--- src/hw/rtl/fpidx_ram.sv ---
// Generic simple dual-port RAM with one write port and one registered read port.
module fpidx_ram #(
    parameter int WIDTH = 8,
    parameter int DEPTH = 16
) (
    input  logic                     i_clk,
    input  logic                     i_we,
    input  logic [$clog2(DEPTH)-1:0] i_waddr,
    input  logic [WIDTH-1:0]         i_wdata,
    input  logic                     i_re,
    input  logic [$clog2(DEPTH)-1:0] i_raddr,
    output logic [WIDTH-1:0]         o_rdata
);

    logic [WIDTH-1:0] r_mem [DEPTH];
    logic [WIDTH-1:0] r_rdata;

    // Write port.
    always_ff @(posedge i_clk) begin
        if (i_we) begin
            r_mem[i_waddr] <= i_wdata;
        end
    end

    // Read port; the data holds until the next enabled read.
    always_ff @(posedge i_clk) begin
        if (i_re) begin
            r_rdata <= r_mem[i_raddr];
        end
    end

    assign o_rdata = r_rdata;

endmodule

--- config.mk ---
export PLATFORM = sky130hd
export DESIGN_NAME = fpidx_ram
export DESIGN_NICKNAME = d
export VERILOG_FILES = /design/src/hw/rtl/fpidx_ram.sv
export SDC_FILE = /design/constraint.sdc
export NUM_CORES = 1
export LEC_CHECK = 0
export ABC_AREA = 1
export BUFFER_PORTS_ARGS = -buffer_cell sky130_fd_sc_hd__buf_2
export CORE_ASPECT_RATIO = 1.2
export CORE_UTILIZATION = 55
export CTS_CLUSTER_SIZE = 25
export DETAILED_ROUTE_END_ITERATION = 10
export MAX_ROUTING_LAYER = met4
export PLACE_DENSITY_LB_ADDON = 0.08
export SETUP_SLACK_MARGIN = 0.4
export SLEW_MARGIN = 10
export SYNTH_ARGS = -nofsm -noshare
export SYNTH_HDL_FRONTEND = slang
export SYNTH_SLANG_ARGS = --single-unit
--- constraint.sdc ---
create_clock -name i_clk -period 1.8 [get_ports i_clk]
set_input_delay 0.18 -clock i_clk [delete_from_list [all_inputs] [get_ports i_clk]]
set_output_delay 0.18 -clock i_clk [all_outputs]
set_load 0.01 [all_outputs]
==> results of run 1 <==
[area by class of cell]
cell class | instances | area, µm² | share of cell area (%)
flip-flops and latches | 136 | 4080 | 61.2
well taps | 126 | 158 | 2.36
repair buffers | 47 | 313 | 4.69
clock inverters | 6 | 77.6 | 1.16
inverters | 102 | 383 | 5.73
clock buffers | 23 | 448 | 6.71
multi-input cells | 289 | 1210 | 18.2
[logic make-up (layout without fill, tap and decap cells)]
family                 Yosys count  in the layout  share of synthesized area, %
and+or+nand+nor                289            289                          20.8
buffers and inverters          126            178                          9.39
DFF                            136            136                          69.8
[layout by cell type, fill, tap and decap left out]
| cell | instances |
|---|---|
| buf_12 | 2 |
| buf_2 | 26 |
| buf_4 | 19 |
| bufinv_16 | 2 |
| clkbuf_1 | 6 |
| clkbuf_16 | 17 |
| clkinv_1 | 2 |
| clkinv_2 | 2 |
| edfxtp_1 | 136 |
| inv_1 | 100 |
| inv_2 | 2 |
| nand2_1 | 173 |
| nand3_1 | 97 |
| nand3b_1 | 2 |
| nor2_1 | 17 |
[stage by stage]
step / std cells / setup WS (ps)
2_1_floorplan: 551 / 669
3_3_place_gp: 700 / 358
3_5_place_dp: 700 / 328
4_1_cts: 729 / 581
5_1_grt: 729 / 514
6_report: 729 / 601
[where the power goes]
group | switching [W] | internal [W] | total, W | leakage, nW
sequential | 0.0000186 | 0.00357 | 0.00359 | 1.24
clock | 0.00114 | 0.00200 | 0.00314 | 0.256
combinational | 0.000308 | 0.000126 | 0.000435 | 1.41
[synthesized netlist by cell type]
cell type / n / share of area (%)
edfxtp_1: 136 / 70
buf_6: 6 / 1.2
inv_2: 2 / 0.13
buf_1: 1 / 0.064
buf_2: 13 / 1.1
nor2_1: 17 / 1.1
nand2_1: 173 / 11
nand3b_1: 2 / 0.26
inv_1: 100 / 6.4
buf_4: 4 / 0.51
nand3_1: 97 / 8.3
[worst max path at each step]
stage	start	to	slack [ps]	cells after the start
final	r_mem[13][0]	o_rdata[0]	600	6
after global routing	r_mem[1][2]	o_rdata[2]	510	6
after CTS	r_mem[13][0]	o_rdata[0]	580	6
after detailed placement	i_raddr[1]	o_rdata[2]	330	6
after global placement	i_raddr[0]	o_rdata[2]	360	8
after floorplan	i_waddr[2]	r_mem[10][0]	670	2
[state kept, by name, indices dropped and copies added (netlist names)]
name,cells
o_rdata,8
r_mem,128
[metal layers]
layer | up-vias | share of wire (%)
li1 | 1867 | -
met1 | 1789 | 44
met2 | 161 | 47
met3 | 22 | 6.1
met4 | 0 | 2.5
met5 | - | 0
[worst register-to-register path: stages (launching register included)]
cell and delay (ps):
edfxtp_1 360, inv_1 70, nand2_1 80, nand3_1 110
nand3_1 110, nand3_1 160, nand2_1 70
==> metrics.csv, run 1 <==
stage;metric;value;unit
timing;max_freq;834;MHz
grt;first_global_vias;3890;
synth;yosysWarnings;0;
timing;fin_setup_tns;0;ps
grt;antenna_found_initial;0;
finish;diodes;0;
route;vias;3839;
placed_design;gp_congestion;0.819;
setup_path;rr_endpoint;o_rdata[0];
clock_tree;cts_buffers;17;
clock_tree;cts_tree;built;
setup_path;crit_arrival;1350;ps
setup_path;reg2reg_depth;6;
synth;syn_nets;570;
placed_design;dpl.hpwl;7770;µm
grt;grt_max_degree;65;
synth;synth.distinct_cells;11;
pwr;total_power;0.00716;W
setup_path;path_class;reg -> reg;
synth;synthesis.area;5850;µm²
timing;maxSlewViolCount;0;
route;wl_per_cell;17.5;µm
pwr;power_density;1070;nW/µm²
route;drt_iter0_markers;312;
grt;busiest_layer;met2;
job;drv_cap;0;
placed_design;place.port_buffers;26;
grt;use_met1;36.7;%
setup_path;slowest_delay;360;ps
placed_design;placed_area;6150;µm²
finish;drive_gt1_share;11.6;%
clock_tree;h-tree-depth;4;
setup_path;critPathRequiredTime;1950;ps
grt;gr-total-overflow;0;
setup_path;reg2reg_from;r_mem[13][0];
route;drt_first_pass_iters;5;
clock_tree;clkTransAtPathRegs;50;ps
timing;finalCritPeriodShare;66.6;%
setup_path;cp-start-kind;register;
route;routed_wirelength;12800;µm
setup_path;crit_top_cell;nand3_1;
floorplanning;rows;40;
timing;hold_viol_final;0;
clock_tree;cts_sinks;136;
finish;nFillCells;798;
clock_tree;cts.path.max_buffers;2;
setup_path;crit_fanout;1;
timing;skew;8.90;ps
floorplanning;die_w;96.1;µm
clock_tree;root_buffer;clkbuf_16;
run_status;run_status;completed;
setup_path;path_buf_inv;1;
grt;use_met2;40.3;%
pwr;cellLeakagePower;2.91;nW
finish;utilization;65.7;%
timing;worst_slew_pin_slew;625;ps
grt;globalRouteMet3Util;5.89;%
setup_path;r2r_slack;600;ps
setup_path;cp-end-kind;register;
clock_tree;clock_latency;410;ps
synth;netlist_instances;551;
floorplanning;floorplan.initialDensity;57.5;%
min_path;min_path_cells;1;
floorplanning;die_h;115;µm
setup_path;cpMaxStageDelayCell;edfxtp_1;
floorplanning;io_pins;27;
timing;hold_slack;134;ps
grt;track_usage;27.1;%
setup_path;critPathTopFamily;simple AND/OR/NAND/NOR gates;
clock_tree;post_cts_resized;0;
timing;grt_setup_unrepaired;false;
clock_tree;cts_setup_buffers;0;
min_path;hp-start;i_re;
finish;syn2layout_area_growth;14.2;%
min_path;min_to;o_rdata[3];
min_path;hp-class;in -> reg;
route;antenna_violating_nets_post_route;0;
synth;ys_seq_elements;136;
synth;synth-seq-area-share;69.8;%
setup_path;crit_chain;inv_1, nand2_1, nand3_1, nand3_1, nand3_1, nand2_1;
finish;final_cell_area;6680;µm²
floorplanning;coreArea;10200;µm²
route;drc_errors;0;
clock_tree;postCtsHoldBufs;0;
pwr;irDropWorstVdd;0.674;mV
timing;setup_violations;0;
timing;min_period;1200;ps
route;avgViaCountPerCell;5.27;
synth;syn_area_per_cell;10.6;µm²
timing;relSlewSlack;58.3;%
finish;fin_nets;612;
floorplanning;die-area;11000;µm²
grt;grt_first_pass_wirelength;20600;µm
Note: power is estimated with default switching activity, not from simulation.
==> inputs of run 2 (changes only) <==
- clock period: 1.8 -> 1.2 ns (I/O delays scaled with it)
==> metrics.csv, run 2 (synthesis gave the netlist of run 1 again) <==
stage;metric;value;unit;change
clock_tree;cts_setup_buffers;0;;unchanged
clock_tree;cts_tree;built;;
grt;grt_max_degree;37;;-43%
finish;fin_nets;612;;unchanged
route;avgViaCountPerCell;5.39;;+2.4%
route;drt_first_pass_iters;5;;unchanged
finish;seqCellArea;4080;µm²;unchanged
finish;multi_input_area;1480;µm²;+22%
finish;nFillCells;768;;-3.8%
setup_path;reg2reg_from;r_mem[9][0];;
grt;gr-total-overflow;0;;unchanged
setup_path;critPathTopFamily;simple AND/OR/NAND/NOR gates;;
timing;worst_slew_pin_slew;627;ps;+2.38 ps
setup_path;path_buf_inv;1;;unchanged
pwr;p_sw_share;22.1;%;+1.6 points
pwr;pwr-share-seq;48.8;%;-1.3 points
setup_path;cp.depth;6;;unchanged
timing;hold_viol_final;0;;unchanged
job;drv_cap;0;;unchanged
pwr;total_power;0.0110;W;+54%
clock_tree;cts_buffers;17;;unchanged
floorplanning;die_w;96.1;µm;unchanged
finish;largest_reg_flops;128;;unchanged
setup_path;critPathCapture;o_rdata[0];;
setup_path;crit_arrival;1300;ps;-50 ps
finish;diodes;0;;unchanged
floorplanning;die_h;115;µm;unchanged
setup_path;rr_endpoint;o_rdata[0];;
clock_tree;cts_sinks;136;;unchanged
pwr;irDropWorstVdd;1.38;mV;+100%
finish;syn2layout_area_growth;19.6;%;
floorplanning;floorplan.initialDensity;57.5;%;unchanged
grt;grt_first_pass_wirelength;20800;µm;+1.3%
route;wl_per_cell;18.2;µm;+3.6%
clock_tree;root_buffer;clkbuf_16;;
route;routed_wirelength;13300;µm;+4.0%
grt;antenna_found_initial;0;;unchanged
route;vias;3948;;+2.8%
min_path;hp-class;in -> reg;;
placed_design;gp_congestion;0.802;;-2.2%
timing;max_freq;886;MHz;+6.2%
pwr;cellLeakagePower;2.97;nW;+2.2%
clock_tree;clock_latency;410;ps;about the same
setup_path;crit_chain;inv_1, nand2_1, nand3_1, nand3_1, nand3_2, nand2_1;;
timing;fin_setup_tns;0;ps;unchanged
floorplanning;io_pins;27;;unchanged
pwr;p_int;0.00859;W;+51%
finish;drive_gt1_share;22.3;%;+11 points
timing;grt_setup_unrepaired;true;;
setup_path;reg2reg_depth;6;;unchanged
finish;layout_commonest_cell;nand2_1;;
placed_design;place.port_buffers;26;;unchanged
setup_path;cpMaxStageDelayCell;edfxtp_1;;
floorplanning;coreArea;10200;µm²;unchanged
route;drt_iter0_markers;396;;+27%
clock_tree;cts.path.max_buffers;2;;unchanged
timing;setup_violations;0;;unchanged
setup_path;crit_fanout;1;;unchanged
route;drc_errors;0;;unchanged
setup_path;critPathLaunch;r_mem[9][0];;
timing;maxSlewViolCount;0;;unchanged
floorplanning;rows;40;;unchanged
clock_tree;postCtsHoldBufs;0;;unchanged
grt;first_global_vias;4004;;+2.9%
run_status;run_status;completed;;
setup_path;cp-start-kind;register;;
setup_path;critPathRequiredTime;1370;ps;-580 ps
finish;final_cell_mix;161 x nand2_1, 136 x edfxtp_1, 97 x inv_1, 72 x nand3_1, 25 x buf_2;;
pwr;p_comb_share;6.9;%;+0.8 points
timing;relSlewSlack;58.1;%;-0.16 points
timing;skew;3.51;ps;-5.39 ps
timing;min_period;1130;ps;-70.5 ps
clock_tree;h-tree-depth;4;;unchanged
finish;regMostFlops;r_mem;;
pwr;power_density;1580;nW/µm²;+47%
clock_tree;clkTransAtPathRegs;60;ps;about the same
floorplanning;die-area;11000;µm²;unchanged
timing;finalCritPeriodShare;94.1;%;+27 points
grt;track_usage;27.9;%;+0.76 points
setup_path;slowest_delay;350;ps;about the same
placed_design;dpl.hpwl;8210;µm;+5.6%
setup_path;cp-end-kind;register;;
setup_path;path_class;reg -> reg;;
setup_path;r2r_slack;70;ps;-530 ps
pwr;power_switching;0.00244;W;+66%
pwr;clkPwrFrac;44.3;%;+0.5 points
route;antenna_violating_nets_post_route;0;;unchanged
==> run 2: changes by cell type in the layout (fill, tap and decap cells not counted), sizes merged <==
| cell | delta |
|---|---|
| clkinv | +3 |
| clkinvlp | +7 |
| clkbuf | -6 |
| inv | -1 |
==> run 2: how the worst min path moves through the flow <==
stage               startpoint     endpoint  slack (ps)  cells past startpoint
finish                    i_re   o_rdata[5]          70                      1
floorplan           i_wdata[0]  r_mem[0][0]         220                      0
CTS                       i_re   o_rdata[0]          60                      1
global placement          i_re   o_rdata[1]         490                      1
detailed placement        i_re   o_rdata[5]         490                      1
global route              i_re   o_rdata[7]          70                      1
==> run 2: what timing repair did <==
item                       CTS  global route
gates resized for setup     20            15
setup endpoints to repair   16            30
pin swaps                   21             9
==> run 2: routing by layer <==
| metal | vias up | GRT usage [%] | wire length [µm] |
|---|---|---|---|
| met5 | - | - | 0 |
| met4 | 0 | 12.6 | 350 |
| met3 | 28 | 6.42 | 901 |
| li1 | 1870 | - | - |
| met2 | 153 | 43.5 | 6700 |
| met1 | 1897 | 34.5 | 5350 |
==> run 2: power by group through the flow <==
stage                     Clock (W)  Sequential [W]  Combinational (W)
after global routing        0.00511         0.00539           0.000829
after global placement            0         0.00548           0.000695
final                       0.00489         0.00538           0.000757
after detailed placement          0         0.00548           0.000707
after CTS                   0.00494         0.00538           0.000740
after floorplan                   0         0.00549           0.000426
==> run 2: layout make-up <==
type                            count  share of cell area [%]
Sequential cell                   136                    58.4
Multi-Input combinational cell    289                    21.2
Clock buffer                       17                    6.08
Inverter                          102                    5.53
Timing Repair Buffer               47                    4.62
Tap cell                          126                    2.25
Clock inverter                     15                    1.95
==> run 2: stage by stage <==
step	hold WS (ps)	instances	utilization [%]	instance area [µm²]	worst slack, ps
final	69.9	732	68.8	6990	71.4
after global routing	67.4	732	68.8	6990	31.2
after CTS	59.9	732	68.3	6930	93.3
after detailed placement	494	700	61.8	6280	-184
after global placement	490	700	61.8	6280	-179
after floorplan	219	551	-	6030	206
==> inputs of run 3 (changes only) <==
- CORE_ASPECT_RATIO: 1.2 -> 1.1
==> metrics.csv, run 3 (synthesis gave the netlist of run 1 again) <==
stage;metric;value;unit;change
route;wl_per_cell;17.5;µm;-3.4%
setup_path;path_class;reg -> out;;
clock_tree;cts.path.max_buffers;2;;unchanged
pwr;cellLeakagePower;3.04;nW;+2.3%
clock_tree;cts_buffers;17;;unchanged
timing;relSlewSlack;58.4;%;+0.27 points
timing;maxSlewViolCount;0;;unchanged
timing;hold_viol_final;0;;unchanged
finish;regMostFlops;r_mem;;
finish;layout_commonest_cell;nand2_1;;
clock_tree;clock_latency;420;ps;about the same
placed_design;dpl.hpwl;8160;µm;-0.58%
clock_tree;root_buffer;clkbuf_16;;
clock_tree;cts_sinks;136;;unchanged
route;antenna_violating_nets_post_route;0;;unchanged
setup_path;critPathRequiredTime;1080;ps;-290 ps
clock_tree;cts_setup_buffers;0;;unchanged
min_path;hp-class;in -> reg;;
floorplanning;die-area;11000;µm²;about the same
timing;grt_setup_unrepaired;true;;
setup_path;crit_arrival;1000;ps;-300 ps
floorplanning;die_w;100;µm;+4.4%
floorplanning;die_h;110;µm;-4.2%
placed_design;place.port_buffers;26;;unchanged
grt;antenna_found_initial;0;;unchanged
clock_tree;h-tree-depth;4;;unchanged
setup_path;crit_fanout;1;;unchanged
setup_path;critPathTopFamily;flip-flops;;
finish;syn2layout_area_growth;22.4;%;
clock_tree;cts_tree;built;;
route;vias;3864;;-2.1%
clock_tree;clkTransAtPathRegs;60;ps;about the same
pwr;total_power;0.0113;W;+2.5%
setup_path;cpMaxStageDelayCell;edfxtp_1;;
route;drt_first_pass_iters;6;;+1
floorplanning;coreArea;10300;µm²;+1.8%
grt;grt_max_degree;36;;-2.7%
floorplanning;io_pins;27;;unchanged
job;drv_cap;0;;unchanged
finish;drive_gt1_share;24.5;%;+2.2 points
pwr;irDropWorstVdd;1.50;mV;+9.2%
timing;setup_violations;0;;unchanged
clock_tree;postCtsHoldBufs;0;;unchanged
floorplanning;rows;39;;-2.5%
route;drt_iter0_markers;294;;-26%
finish;final_cell_area;7160;µm²;+2.4%
timing;skew;3.74;ps;+0.232 ps
route;routed_wirelength;13100;µm;-1.5%
finish;largest_reg_flops;128;;unchanged
finish;final_cell_mix;164 x nand2_1, 136 x edfxtp_1, 97 x inv_1, 56 x nand3_1, 40 x nand3_2;;
placed_design;placed_area;6350;µm²;+1.1%
floorplanning;floorplan.initialDensity;56.5;%;-1.0 points
setup_path;path_buf_inv;1;;unchanged
setup_path;slowest_delay;420;ps;+70 ps
grt;gr-total-overflow;0;;unchanged
route;drc_errors;0;;unchanged
grt;first_global_vias;3634;;-9.2%
grt;track_usage;26.3;%;-1.6 points
grt;grt_first_pass_wirelength;19900;µm;-4.8%
timing;max_freq;896;MHz;+1.1%
setup_path;cp-start-kind;register;;
route;avgViaCountPerCell;5.17;;-4.1%
run_status;run_status;completed;;
pwr;power_density;1580;nW/µm²;+0.17%
placed_design;gp_congestion;0.872;;+8.7%
setup_path;crit_chain;buf_2;;
timing;min_period;1120;ps;-12.8 ps
timing;worst_slew_pin_slew;623;ps;-4.00 ps
finish;diodes;0;;unchanged
finish;fin_nets;610;;-0.33%
setup_path;cp-end-kind;output pin;;
timing;finalCritPeriodShare;93.0;%;-1.1 points
-- run 3: power breakdown --
| group | leakage (nW) | total (W) | internal [W] | switching [W] |
|---|---|---|---|---|
| Sequential | 1.24 | 0.00538 | 0.00535 | 0.0000304 |
| Clock | 0.289 | 0.00515 | 0.00324 | 0.00191 |
| Combinational | 1.51 | 0.000780 | 0.000244 | 0.000536 |
-- run 3: per-layer routing --
| layer | share of wire (%) | vias up | track usage [%] | wire length (µm) |
|---|---|---|---|---|
| met2 | 48 | 141 | 40.1 | 6230 |
| met1 | 44 | 1831 | 34.5 | 5730 |
| met3 | 6.3 | 29 | 5.04 | 825 |
| li1 | - | 1863 | - | - |
| met5 | 0 | - | - | 0 |
| met4 | 2.5 | 0 | 12.3 | 322 |
-- run 3: worst reg2reg max path: cells and delay by family, from the launching register on --
family | cells | cell delay (ps)
flip-flops | 1 | 350
AND/OR/NAND/NOR | 6 | 470
-- run 3: worst paths after layout --
kind           startpoint         end  slack [ps]  depth (start not counted)
max reg2reg  r_mem[11][7]  o_rdata[7]         140                          6
max            o_rdata[2]  o_rdata[2]          80                          1
min                  i_re  o_rdata[7]          60                          1
min reg2reg  r_mem[15][4]  o_rdata[4]         760                          6
-- run 3: stage by stage --
step                      cells  util (%)  hold slack [ps]  worst slack, ps  setup TNS [ps]
after floorplan             551         -              219              206               0
after global placement      715      61.4              485             -144            -834
after detailed placement    715      61.4              484             -158           -1070
after CTS                   747      68.7             49.6             71.0               0
after global routing        747      69.2             61.5             45.4               0
final                       747      69.2             62.5             84.2               0
-- run 3: what timing repair did --
action	in CTS	in global routing
pin swaps	34	14
cloned	0	0
setup endpoints to repair	16	40
resized for setup	35	13
-- run 3: area by class of cell --
| class | instances | area (µm²) |
|---|---|---|
| clock buffer | 18 | 429 |
| inverter | 102 | 387 |
| sequential | 136 | 4080 |
| multi-input combinational | 289 | 1550 |
| fill | 789 | 3190 |
| tap | 143 | 179 |
| timing repair buffer | 45 | 370 |
| clock inverter | 14 | 158 |
