===== config.mk =====
export PLATFORM = sky130hd
export DESIGN_NAME = fpidx_calc
export DESIGN_NICKNAME = d
export VERILOG_FILES = /design/src/hw/rtl/fpidx_pkg.sv /design/src/hw/rtl/fpidx_calc.sv
export SDC_FILE = /design/constraint.sdc
export NUM_CORES = 1
export LEC_CHECK = 0
export ABC_CLOCK_PERIOD_IN_PS = 14360
export BUFFER_PORTS_ARGS = -buffer_cell sky130_fd_sc_hd__buf_4
export CAP_MARGIN = 30
export CORE_AREA = 5 5 321 323
export DETAILED_ROUTE_END_ITERATION = 6
export DIE_AREA = 0 0 326 328
export PLACE_DENSITY = 0.36
export SLEW_MARGIN = 5
export SYNTH_ARGS = -nofsm -noshare
export SYNTH_HDL_FRONTEND = slang
export SYNTH_SLANG_ARGS = --single-unit

===== constraint.sdc =====
create_clock -name vclk -period 14.36
set_clock_uncertainty 0.15 [all_clocks]
set_input_delay 2.154 -clock vclk [all_inputs]
set_output_delay 2.154 -clock vclk [all_outputs]
set_load 0.05 [all_outputs]

===== src/hw/rtl/fpidx_pkg.sv =====
// Package: sizes, operation codes, payload and row types, and the bucket hash of the index.
package fpidx_pkg;

    // Table geometry. BUCKETS must be a power of two no larger than 1024, so that the
    // hash reduces by a mask and a slot number fits the 11-bit slot fields.
    localparam int BUCKETS    = 1024;
    localparam int BKT_W      = $clog2(BUCKETS);
    localparam int WAYS       = 2;
    localparam int SLOT_COUNT = WAYS * BUCKETS;
    localparam int SLOT_W     = 11;
    localparam int HASH_SHIFT = 8;

    // Reset value of the window register.
    localparam logic [31:0] WINDOW_RESET = 32'd65536;

    typedef logic [BKT_W-1:0] t_bkt;

    // Operation codes; codes five to seven are undefined and change nothing.
    typedef enum logic [2:0] {
        OP_LOOKUP     = 3'd0,
        OP_INSERT     = 3'd1,
        OP_INVALIDATE = 3'd2,
        OP_REASSIGN   = 3'd3,
        OP_REPLACE    = 3'd4
    } t_op;

    // Control flow of the top level.
    typedef enum logic [1:0] {
        ST_CLEAR,
        ST_IDLE,
        ST_EXEC
    } t_state;

    // One input transaction.
    typedef struct packed {
        logic [2:0]        operation;
        logic [63:0]       fingerprint;
        logic [31:0]       current_serial;
        logic [31:0]       entry_serial;
        logic [15:0]       entry_offset;
        logic [15:0]       peer_offset;
        logic [15:0]       range_low;
        logic [15:0]       range_high;
        logic [SLOT_W-1:0] slot_index;
    } t_in_item;

    // One output transaction.
    typedef struct packed {
        logic              hit;
        logic [SLOT_W-1:0] hit_slot;
        logic [31:0]       hit_serial;
        logic [15:0]       hit_offset;
        logic              stored;
        logic [1:0]        slots_changed;
        logic [31:0]       stored_total;
        logic [31:0]       failed_total;
    } t_out_item;

    // One slot of a bucket; a serial of zero marks the slot empty.
    typedef struct packed {
        logic [63:0] fingerprint;
        logic [31:0] serial;
        logic [15:0] offset;
    } t_slot;

    // A bucket row holds both ways side by side.
    typedef t_slot [WAYS-1:0] t_row;

    localparam int ROW_W = $bits(t_row);

    // Counter updates produced by the update logic.
    typedef struct packed {
        logic inc_stored;
        logic inc_failed;
    } t_cnt_inc;

    // Bucket of a fingerprint: ((fp >> 8) ^ fp) mod BUCKETS.
    function automatic t_bkt bucket_of(input logic [63:0] fp);
        logic [63:0] h;
        h = fp ^ (fp >> HASH_SHIFT);
        return h[BKT_W-1:0];
    endfunction

endpackage


===== src/hw/rtl/fpidx_calc.sv =====
// Bucket update logic: evaluates one operation against a bucket row and forms the new row.
module fpidx_calc (
    input  fpidx_pkg::t_in_item  i_item,
    input  fpidx_pkg::t_bkt      i_bkt,
    input  fpidx_pkg::t_row      i_row,
    input  logic [31:0]          i_window,
    output fpidx_pkg::t_row      o_row,
    output fpidx_pkg::t_out_item o_res,
    output fpidx_pkg::t_cnt_inc  o_cnt
);

    logic [31:0]                  floor_v;
    logic [fpidx_pkg::WAYS-1:0]   live;
    logic [fpidx_pkg::WAYS-1:0]   stale;
    logic [fpidx_pkg::WAYS-1:0]   rmatch;
    logic [1:0]                   n_match;
    logic                         in_range;

    // Window floor saturates at zero.
    assign floor_v = (i_item.current_serial > i_window) ?
                     (i_item.current_serial - i_window) : 32'd0;

    // Per-way tests.
    always_comb begin
        for (int w = 0; w < fpidx_pkg::WAYS; w++) begin
            live[w]   = (i_row[w].serial != 32'd0) &&
                        (i_row[w].fingerprint == i_item.fingerprint) &&
                        (i_row[w].serial > floor_v);
            stale[w]  = (i_row[w].serial == 32'd0) || (i_row[w].serial < floor_v);
            rmatch[w] = (i_row[w].serial == i_item.current_serial) &&
                        (i_row[w].fingerprint == i_item.fingerprint) &&
                        (i_row[w].offset >= i_item.range_low) &&
                        (i_row[w].offset <= i_item.range_high);
        end
    end

    assign n_match  = {1'b0, rmatch[0]} + {1'b0, rmatch[1]};
    assign in_range = 32'(i_item.slot_index) < 32'(fpidx_pkg::SLOT_COUNT);

    // Operation decode and row modification.
    always_comb begin
        o_row = i_row;
        o_res = '0;
        o_cnt = '0;
        case (i_item.operation)
            fpidx_pkg::OP_LOOKUP: begin
                if (live[0]) begin
                    o_res.hit        = 1'b1;
                    o_res.hit_slot   = fpidx_pkg::SLOT_W'({i_bkt, 1'b0});
                    o_res.hit_serial = i_row[0].serial;
                    o_res.hit_offset = i_row[0].offset;
                end else if (live[1]) begin
                    o_res.hit        = 1'b1;
                    o_res.hit_slot   = fpidx_pkg::SLOT_W'({i_bkt, 1'b1});
                    o_res.hit_serial = i_row[1].serial;
                    o_res.hit_offset = i_row[1].offset;
                end
            end
            fpidx_pkg::OP_INSERT: begin
                if (stale[0]) begin
                    o_row[0].fingerprint = i_item.fingerprint;
                    o_row[0].serial      = i_item.entry_serial;
                    o_row[0].offset      = i_item.entry_offset;
                    o_res.stored         = 1'b1;
                    o_res.hit_slot       = fpidx_pkg::SLOT_W'({i_bkt, 1'b0});
                    o_cnt.inc_stored     = 1'b1;
                end else if (stale[1]) begin
                    o_row[1].fingerprint = i_item.fingerprint;
                    o_row[1].serial      = i_item.entry_serial;
                    o_row[1].offset      = i_item.entry_offset;
                    o_res.stored         = 1'b1;
                    o_res.hit_slot       = fpidx_pkg::SLOT_W'({i_bkt, 1'b1});
                    o_cnt.inc_stored     = 1'b1;
                end else begin
                    o_cnt.inc_failed = 1'b1;
                end
            end
            fpidx_pkg::OP_INVALIDATE: begin
                for (int w = 0; w < fpidx_pkg::WAYS; w++) begin
                    if (rmatch[w]) begin
                        o_row[w].serial = 32'd0;
                    end
                end
                o_res.slots_changed = n_match;
            end
            fpidx_pkg::OP_REASSIGN: begin
                // The new offset wraps at 16 bits.
                for (int w = 0; w < fpidx_pkg::WAYS; w++) begin
                    if (rmatch[w]) begin
                        o_row[w].serial = i_item.entry_serial;
                        o_row[w].offset = i_item.peer_offset - i_item.entry_offset +
                                          i_row[w].offset;
                    end
                end
                o_res.slots_changed = n_match;
            end
            fpidx_pkg::OP_REPLACE: begin
                if (in_range) begin
                    o_row[i_item.slot_index[0]].serial = i_item.entry_serial;
                    o_row[i_item.slot_index[0]].offset = i_item.entry_offset;
                end
            end
            default: begin
            end
        endcase
    end

endmodule


==> results.py, run 1 <==
metrics = {
    "status": {
        "run_status": "finished clean",
    },
    "synthesis": {
        "synth_top_area_cell": "ha_1",
        "syn_area_sq_um": 13200,
        "yosys_warnings": 0,
        "ys_types": 73,
        "synth.area.top_cells": "ha_1 20%, mux2_2 11%, xnor2_1 11%",
        "ys_seq_area_share_pct": 0,
        "post-synth-top-count-cell": "ha_1",
        "synthesis.instances": 1729,
        "synthDominantCellAreaShare_pct": 19.6,
        "synthTopCellsByCount": "206 x ha_1, 162 x xnor2_1, 129 x mux2_2, 113 x a22o_1, 108 x a21oi_1",
        "avgSynthCellArea_sq_um": 7.61,
    },
    "global_routing": {
        "grt_pass1_vias": 16500,
        "grt_pass1_wl_mm": 135,
        "grt_max_degree": 50,
        "gr-total-overflow": 0,
        "met1_usage_pct": 22.7,
        "use_met3_pct": 3.78,
        "grt_antenna_before_repair": 13,
        "gr-usage-all-layers_pct": 17.7,
        "gr-usage-met2_pct": 30.9,
        "top_usage_layer": "met2",
    },
    "placed_design": {
        "place_congestion": 0.916,
        "postPlaceCellArea_sq_um": 20100,
        "io_buffers": 751,
        "hpwl_mm": 90.5,
    },
    "sta": {
        "worstMarginPinSlew_ns": 0.977,
        "fin_crit_ns": 12.15,
        "rsz0062_at_grt": "false",
        "finalSetupViolCount": 0,
        "fin_setup_tns_ns": 0,
        "slew_headroom_pct": 34.9,
        "hold_violations": 0,
        "clock.fmax_mhz": 82.3,
        "fin_crit_sh_pct": 84.6,
        "slew_violations": 0,
    },
    "drt": {
        "num_vias": 16300,
        "first_pass_iters": 5,
        "via_per_inst": 4.35,
        "detail_route.iter0.violations": 842,
        "wl_per_cell_microns": 27.1,
        "drc_errors": 0,
        "drtAntennaViolNets": 0,
        "totalWireLength_mm": 102,
    },
    "floorplan": {
        "die_w_microns": 326,
        "die_area_sq_um": 107000,
        "core_sq_um": 99600,
        "chipHeight_microns": 328,
        "start_util_pct": 13.2,
        "num_rows": 116,
        "ioPinCount": 825,
    },
    "power_and_ir_drop": {
        "p_total_uw": 1130,
        "p_per_area_nw_per_um2": 56.0,
        "ir_drop_mv": 0.0276,
        "p_leak_uw": 0.00946,
    },
    "clock_network": {
        "post_cts_buffers": 0,
        "cts-resized-gates": 0,
        "cts_hold_buf": 0,
    },
    "worst_setup_path": {
        "cp.required_ns": 12.06,
        "worstSetupEndpointType": "output pin",
        "cp_max_fo": 22,
        "start_kind": "input pin",
        "critPathMaxStageDelay_ns": 0.70,
        "worstSetupPathType": "input pin to output pin",
        "cp_common_cell": "buf_4",
        "slowest_stage": "nor2_4",
        "cp.arrival_ns": 9.85,
    },
    "layout": {
        "area_growth_pct": 53.0,
        "seq_cell_count": 0,
        "regArea_sq_um": 0,
        "multi_input_area_sq_um": 12300,
        "fill_cells": 11400,
        "post-route-util_pct": 20.2,
        "n_clock_buffer": 0,
        "drive_gt1_share_pct": 38.0,
        "stdcell_area_sq_um": 20100,
        "finalNetCount": 3129,
    },
    "min_path": {
        "hold_start": "i_bkt[3]",
        "min_to": "o_res[119]",
        "holdPathStages": 3,
        "hold_path.class": "input pin to output pin",
    },
    "flow_run": {
        "max_cap_violations": 0,
    },
}
## critical path: cells and delay by family
kind | cells | cell delay, ns
AOI/OAI and AO/OA | 14 | 4.06
adders and majority gates | 3 | 0.81
buffers and inverters | 6 | 1.16
and+or+nand+nor | 6 | 1.57
## cells by family (layout without fill, tap and decap cells)
| logic type | after synthesis | count (layout) | synth area share, % |
|---|---|---|---|
| adders and majority gates | 210 | 210 | 20.2 |
| AOI/OAI and AO/OA | 481 | 481 | 26.1 |
| xor gates and xnor gates | 256 | 256 | 17.0 |
| other | 1 | 75 | 0.0285 |
| buffers and inverters | 225 | 878 | 8.70 |
| muxes | 130 | 130 | 11.1 |
| and+or+nand+nor | 426 | 426 | 16.9 |
## metrics by stage
step / setup slack [ns] / cells / hold slack (ns)
5_1_grt: 1.58 / 3745 / 4.54
3_5_place_dp: 2.11 / 3743 / 4.52
2_1_floorplan: 4.25 / 1792 / 4.43
3_3_place_gp: 2.01 / 3740 / 4.52
4_1_cts: 2.07 / 3743 / 4.52
6_report: 2.21 / 3754 / 4.52
## where the power goes
group,internal [uW],switching (uW)
Clock,0.0000268,0
Sequential,0,0
Combinational,407,721
## routing by layer
layer  part of all wire [%]  wire [microns]
met5                  0.013              13
met4                    1.9            1910
met3                    6.9            6980
met2                     48           49000
met1                     43           43800
## how the worst max path moves through the flow
stage | to | start
CTS | o_row[17] | i_item[107]
finish | o_row[17] | i_item[107]
global placement | o_row[17] | i_item[107]
global route | o_row[17] | i_item[107]
floorplan | o_row[119] | i_item[107]
detailed placement | o_row[17] | i_item[107]
## layout make-up
cell class,instances,area share [%]
inverters,105,1.96
multi-input cells,1567,61.1
diodes,11,0.137
repair buffers,773,28.8
well taps,1298,8.06
## cell usage in the layout, fill, tap and decap left out, drive strengths merged, types with 11 or more instances in the layout
master | synthesis | routed
a211oi | 11 | 11
a21o | 55 | 55
a21oi | 109 | 109
a22o | 113 | 113
and2 | 19 | 19
and3 | 17 | 17
buf | 96 | 773
conb | 1 | 64
diode | 0 | 11
ha | 206 | 206
inv | 105 | 105
mux2 | 129 | 129
nand2 | 105 | 105
nand3 | 30 | 30
nand4 | 66 | 66
nor2 | 70 | 70
nor2b | 22 | 22
nor3 | 20 | 20
nor4 | 47 | 47
o211ai | 12 | 12
o21a | 18 | 18
o21ai | 72 | 72
xnor2 | 162 | 162
xor2 | 94 | 94
Power figures use the tool's default switching activity.
==> run 2, diff against run 1 <==
- ABC_CLOCK_PERIOD_IN_PS: 14360 -> 9750
- PLACE_DENSITY: 0.36 -> 0.37
- clock period: 14.36 -> 9.75 ns (I/O delays scaled with it)
==> results.py, run 2 (synthesis gave the netlist of run 1 again) <==
metrics = {
    "power_and_ir_drop": {
        "power.switching_uw": 1070,
        "p_total_uw": 1700,
        "ir_drop_mv": 0.0318,
        "seqPwrFrac_pct": 0,
        "p_int_uw": 629,
        "p_leak_uw": 0.00978,
        "p_per_area_nw_per_um2": 81.9,
        "clock_power_share_pct": 0,
        "power_frac_comb_pct": 100.0,
        "swShare_pct": 63.0,
    },
    "min_path": {
        "hold_path.class": "input pin to output pin",
    },
    "layout": {
        "drive_gt1_share_pct": 39.4,
        "final_cell_mix": "805 x buf_4, 206 x ha_1, 162 x xnor2_1",
        "regArea_sq_um": 0,
        "seq_cell_count": 0,
        "finalNetCount": 3180,
        "diodes": 0,
        "layout_commonest_cell": "buf_4",
        "area_growth_pct": 57.6,
        "fill_cells": 11300,
        "n_clock_buffer": 0,
    },
    "drt": {
        "first_pass_iters": 5,
        "drc_errors": 0,
        "drtAntennaViolNets": 0,
        "via_per_inst": 4.36,
        "totalWireLength_mm": 102,
        "detail_route.iter0.violations": 1032,
        "num_vias": 16500,
        "wl_per_cell_microns": 26.8,
    },
    "placed_design": {
        "io_buffers": 751,
        "hpwl_mm": 90.6,
        "place_congestion": 0.893,
    },
    "floorplan": {
        "num_rows": 116,
        "die_w_microns": 326,
        "die_area_sq_um": 107000,
        "ioPinCount": 825,
        "chipHeight_microns": 328,
        "core_sq_um": 99600,
        "start_util_pct": 13.2,
    },
    "global_routing": {
        "gr-usage-all-layers_pct": 17.5,
        "gr-total-overflow": 0,
        "grt_pass1_wl_mm": 136,
        "grt_max_degree": 34,
        "grt_pass1_vias": 16800,
        "grt_antenna_before_repair": 6,
    },
    "status": {
        "run_status": "finished clean",
    },
    "worst_setup_path": {
        "start_kind": "input pin",
        "critPathMaxStageDelay_ns": 0.41,
        "cp_max_fo": 9,
        "cp.arrival_ns": 7.81,
        "worstSetupPathType": "input pin to output pin",
        "cp_common_cell": "buf_4",
        "slowest_stage": "fa_1",
        "cp.required_ns": 8.14,
        "worstSetupEndpointType": "output pin",
    },
    "sta": {
        "fin_crit_ns": 9.42,
        "fin_crit_sh_pct": 96.6,
        "fin_setup_tns_ns": 0,
        "worstMarginPinSlew_ns": 0.911,
        "clock.fmax_mhz": 106,
        "rsz0062_at_grt": "false",
        "slew_headroom_pct": 38.8,
        "finalSetupViolCount": 0,
        "hold_violations": 0,
        "slew_violations": 0,
    },
    "flow_run": {
        "max_cap_violations": 0,
    },
}
==> run 2: cell types whose count changed in the layout (fill, tap and decap cells not counted), moves of 2 or more <==
cell and delta:
buf_12 +16, buf_2 -2, buf_4 +35, diode_2 -11
==> run 2: repair_timing <==
item                       4_1_cts  5_1_grt
setup endpoints to repair        0      208
resized for setup                0        8
setup buffers                    0        3
hold buffers                     0        0
==> run 2: final timing paths <==
check	start	to	slack, ns	cells past startpoint
worst min-delay path	i_bkt[8]	o_res[124]	3.14	3
worst max-delay path	i_item[107]	o_row[126]	0.33	31
==> run 2: power groups by stage <==
stage	Clock, uW	Combinational [uW]	Sequential (uW)
2_1_floorplan	0	1030	0
3_3_place_gp	0	1700	0
3_5_place_dp	0	1690	0
4_1_cts	0	1700	0
5_1_grt	0	1820	0
6_report	0	1700	0
==> run 2: through the flow <==
| stage | util [%] | setup slack [ns] | hold slack, ns | cells | cell area, sq um |
|---|---|---|---|---|---|
| 2_1_floorplan | - | 1.02 | 3.05 | 1792 | 13400 |
| 3_5_place_dp | 20.7 | 0.0419 | 3.14 | 3789 | 20700 |
| 3_3_place_gp | 20.7 | 0.130 | 3.14 | 3788 | 20600 |
| 6_report | 20.8 | 0.332 | 3.14 | 3794 | 20800 |
| 5_1_grt | 20.8 | 0.0404 | 3.16 | 3794 | 20800 |
| 4_1_cts | 20.7 | 0.0232 | 3.14 | 3789 | 20700 |
==> run 2: cell type report <==
| class | instances | area, sq um | area share [%] |
|---|---|---|---|
| inverter | 105 | 394 | 1.90 |
| multi-input combinational | 1568 | 12400 | 59.5 |
| tap | 1298 | 1620 | 7.83 |
| timing repair buffer | 823 | 6380 | 30.7 |
==> run 2: per-layer routing <==
metal  up-vias  routed length, microns  GRT usage [%]
li1       7889                       -              -
met1      7926                   45300           23.5
met2       693                   49100           30.7
met3        39                    6290           3.07
met4         0                    1110           1.57
met5         -                       0              0
==> run 2: critical path, delay by kind of cell <==
kind	cells	cell delay, ns
fa+ha+maj	3	0.82
simple gates	4	0.60
buf+inv	8	1.11
compound gates	16	3.79
==> run 3, diff against run 2 <==
- ABC_CLOCK_PERIOD_IN_PS: 9750 -> 9200
- PLACE_DENSITY: 0.37 -> 0.36
- clock period: 9.75 -> 9.2 ns (I/O delays scaled with it)
==> results.py, run 3 (synthesis gave the netlist of run 1 again) <==
metrics = {
    "global_routing": {
        "gr-usage-all-layers_pct": 17.8,
        "grt_pass1_wl_mm": 137,
        "gr-total-overflow": 0,
        "grt_antenna_before_repair": 7,
        "grt_pass1_vias": 17000,
        "grt_max_degree": 34,
    },
    "layout": {
        "regArea_sq_um": 0,
        "area_growth_pct": 60.3,
        "seq_cell_count": 0,
        "final_cell_mix": "848 x buf_4, 206 x ha_1, 162 x xnor2_1",
        "n_clock_buffer": 0,
        "drive_gt1_share_pct": 40.6,
        "finalNetCount": 3224,
        "layout_commonest_cell": "buf_4",
        "post-route-util_pct": 21.2,
        "fill_cells": 11400,
    },
    "floorplan": {
        "chipHeight_microns": 328,
        "die_w_microns": 326,
        "num_rows": 116,
        "start_util_pct": 13.2,
        "ioPinCount": 825,
        "core_sq_um": 99600,
        "die_area_sq_um": 107000,
    },
    "placed_design": {
        "pre_cts_slack_ns": -0.00779,
        "io_buffers": 751,
        "place_congestion": 0.917,
        "hpwl_mm": 92.4,
    },
    "sta": {
        "fin_crit_ns": 8.90,
        "finalSetupViolCount": 0,
        "rsz0062_at_grt": "false",
        "hold_violations": 0,
        "slew_headroom_pct": 35.8,
        "worstMarginPinSlew_ns": 0.955,
        "slew_violations": 0,
        "setup_slack_ns": 0.301,
        "fin_crit_sh_pct": 96.7,
        "clock.fmax_mhz": 112,
    },
    "drt": {
        "via_per_inst": 4.34,
        "num_vias": 16700,
        "drc_errors": 0,
        "first_pass_iters": 5,
        "detail_route.iter0.violations": 943,
        "totalWireLength_mm": 103,
        "drtAntennaViolNets": 0,
        "wl_per_cell_microns": 26.7,
    },
    "worst_setup_path": {
        "cp_max_fo": 10,
        "cp.required_ns": 7.67,
        "cp.arrival_ns": 7.37,
        "start_kind": "input pin",
        "worstSetupPathType": "input pin to output pin",
        "critPathMaxStageDelay_ns": 0.40,
        "slowest_stage": "fa_1",
        "worstSetupEndpointType": "output pin",
    },
    "power_and_ir_drop": {
        "ir_drop_mv": 0.0418,
        "p_leak_uw": 0.0100,
        "p_per_area_nw_per_um2": 86.9,
    },
    "min_path": {
        "hold_path.class": "input pin to output pin",
    },
    "flow_run": {
        "max_cap_violations": 0,
    },
    "status": {
        "run_status": "finished clean",
    },
}
## run 3: where the power goes
part           internal [uW]  switching, uW   leakage, uW
combinational            691           1140        0.0100
sequential                 0              0             0
clock              0.0000297              0  0.0000000127
## run 3: timing repair
| item | CTS | global route |
|---|---|---|
| setup endpoints to repair | 2 | 170 |
| endpoints found under the hold margin | 0 | 0 |
| gates resized for setup | 0 | 10 |
| setup buffers | 4 | 0 |
| hold buffers | 0 | 0 |
| pin swaps | 1 | 0 |
## run 3: stage by stage
step	power, uW	setup TNS [ns]	instance area [sq um]	hold slack [ns]	cells
detailed placement	1830	-0.0114	21000	2.97	3834
finish	1830	0	21100	2.97	3840
floorplan	1090	0	13400	2.88	1792
global route	1960	0	21100	2.98	3838
CTS	1840	0	21100	2.97	3838
global placement	1840	-0.0271	21000	2.97	3832
## run 3: final timing paths
kind / start / to / slack [ns] / cells after the start
worst max-delay path: i_item[107] / o_row[126] / 0.30 / 29
worst min-delay path: i_bkt[3] / o_res[119] / 2.97 / 3
## run 3: area by class of cell
type,count,area [sq um],area share (%)
Timing Repair Buffer,868,6740,31.9
Multi-Input combinational cell,1567,12300,58.5
Antenna cell,2,5.00,0.0237
Tap cell,1298,1620,7.70
Inverter,105,394,1.87
## run 3: per-layer routing
layer  track usage (%)  vias up  part of all wire [%]
li1                  -     7972                     -
met1              22.8     7949                    43
met2              30.1      680                    47
met3              4.60       73                   7.3
met4              3.96        4                   2.8
met5                 0        -                 0.022
## run 3: worst max-delay path: cells and delay by family
kind                       cells  cell delay, ns
AOI/OAI and AO/OA             17            3.71
buffers and inverters          6            0.85
adders and majority gates      3            0.81
and+or+nand+nor                3            0.57
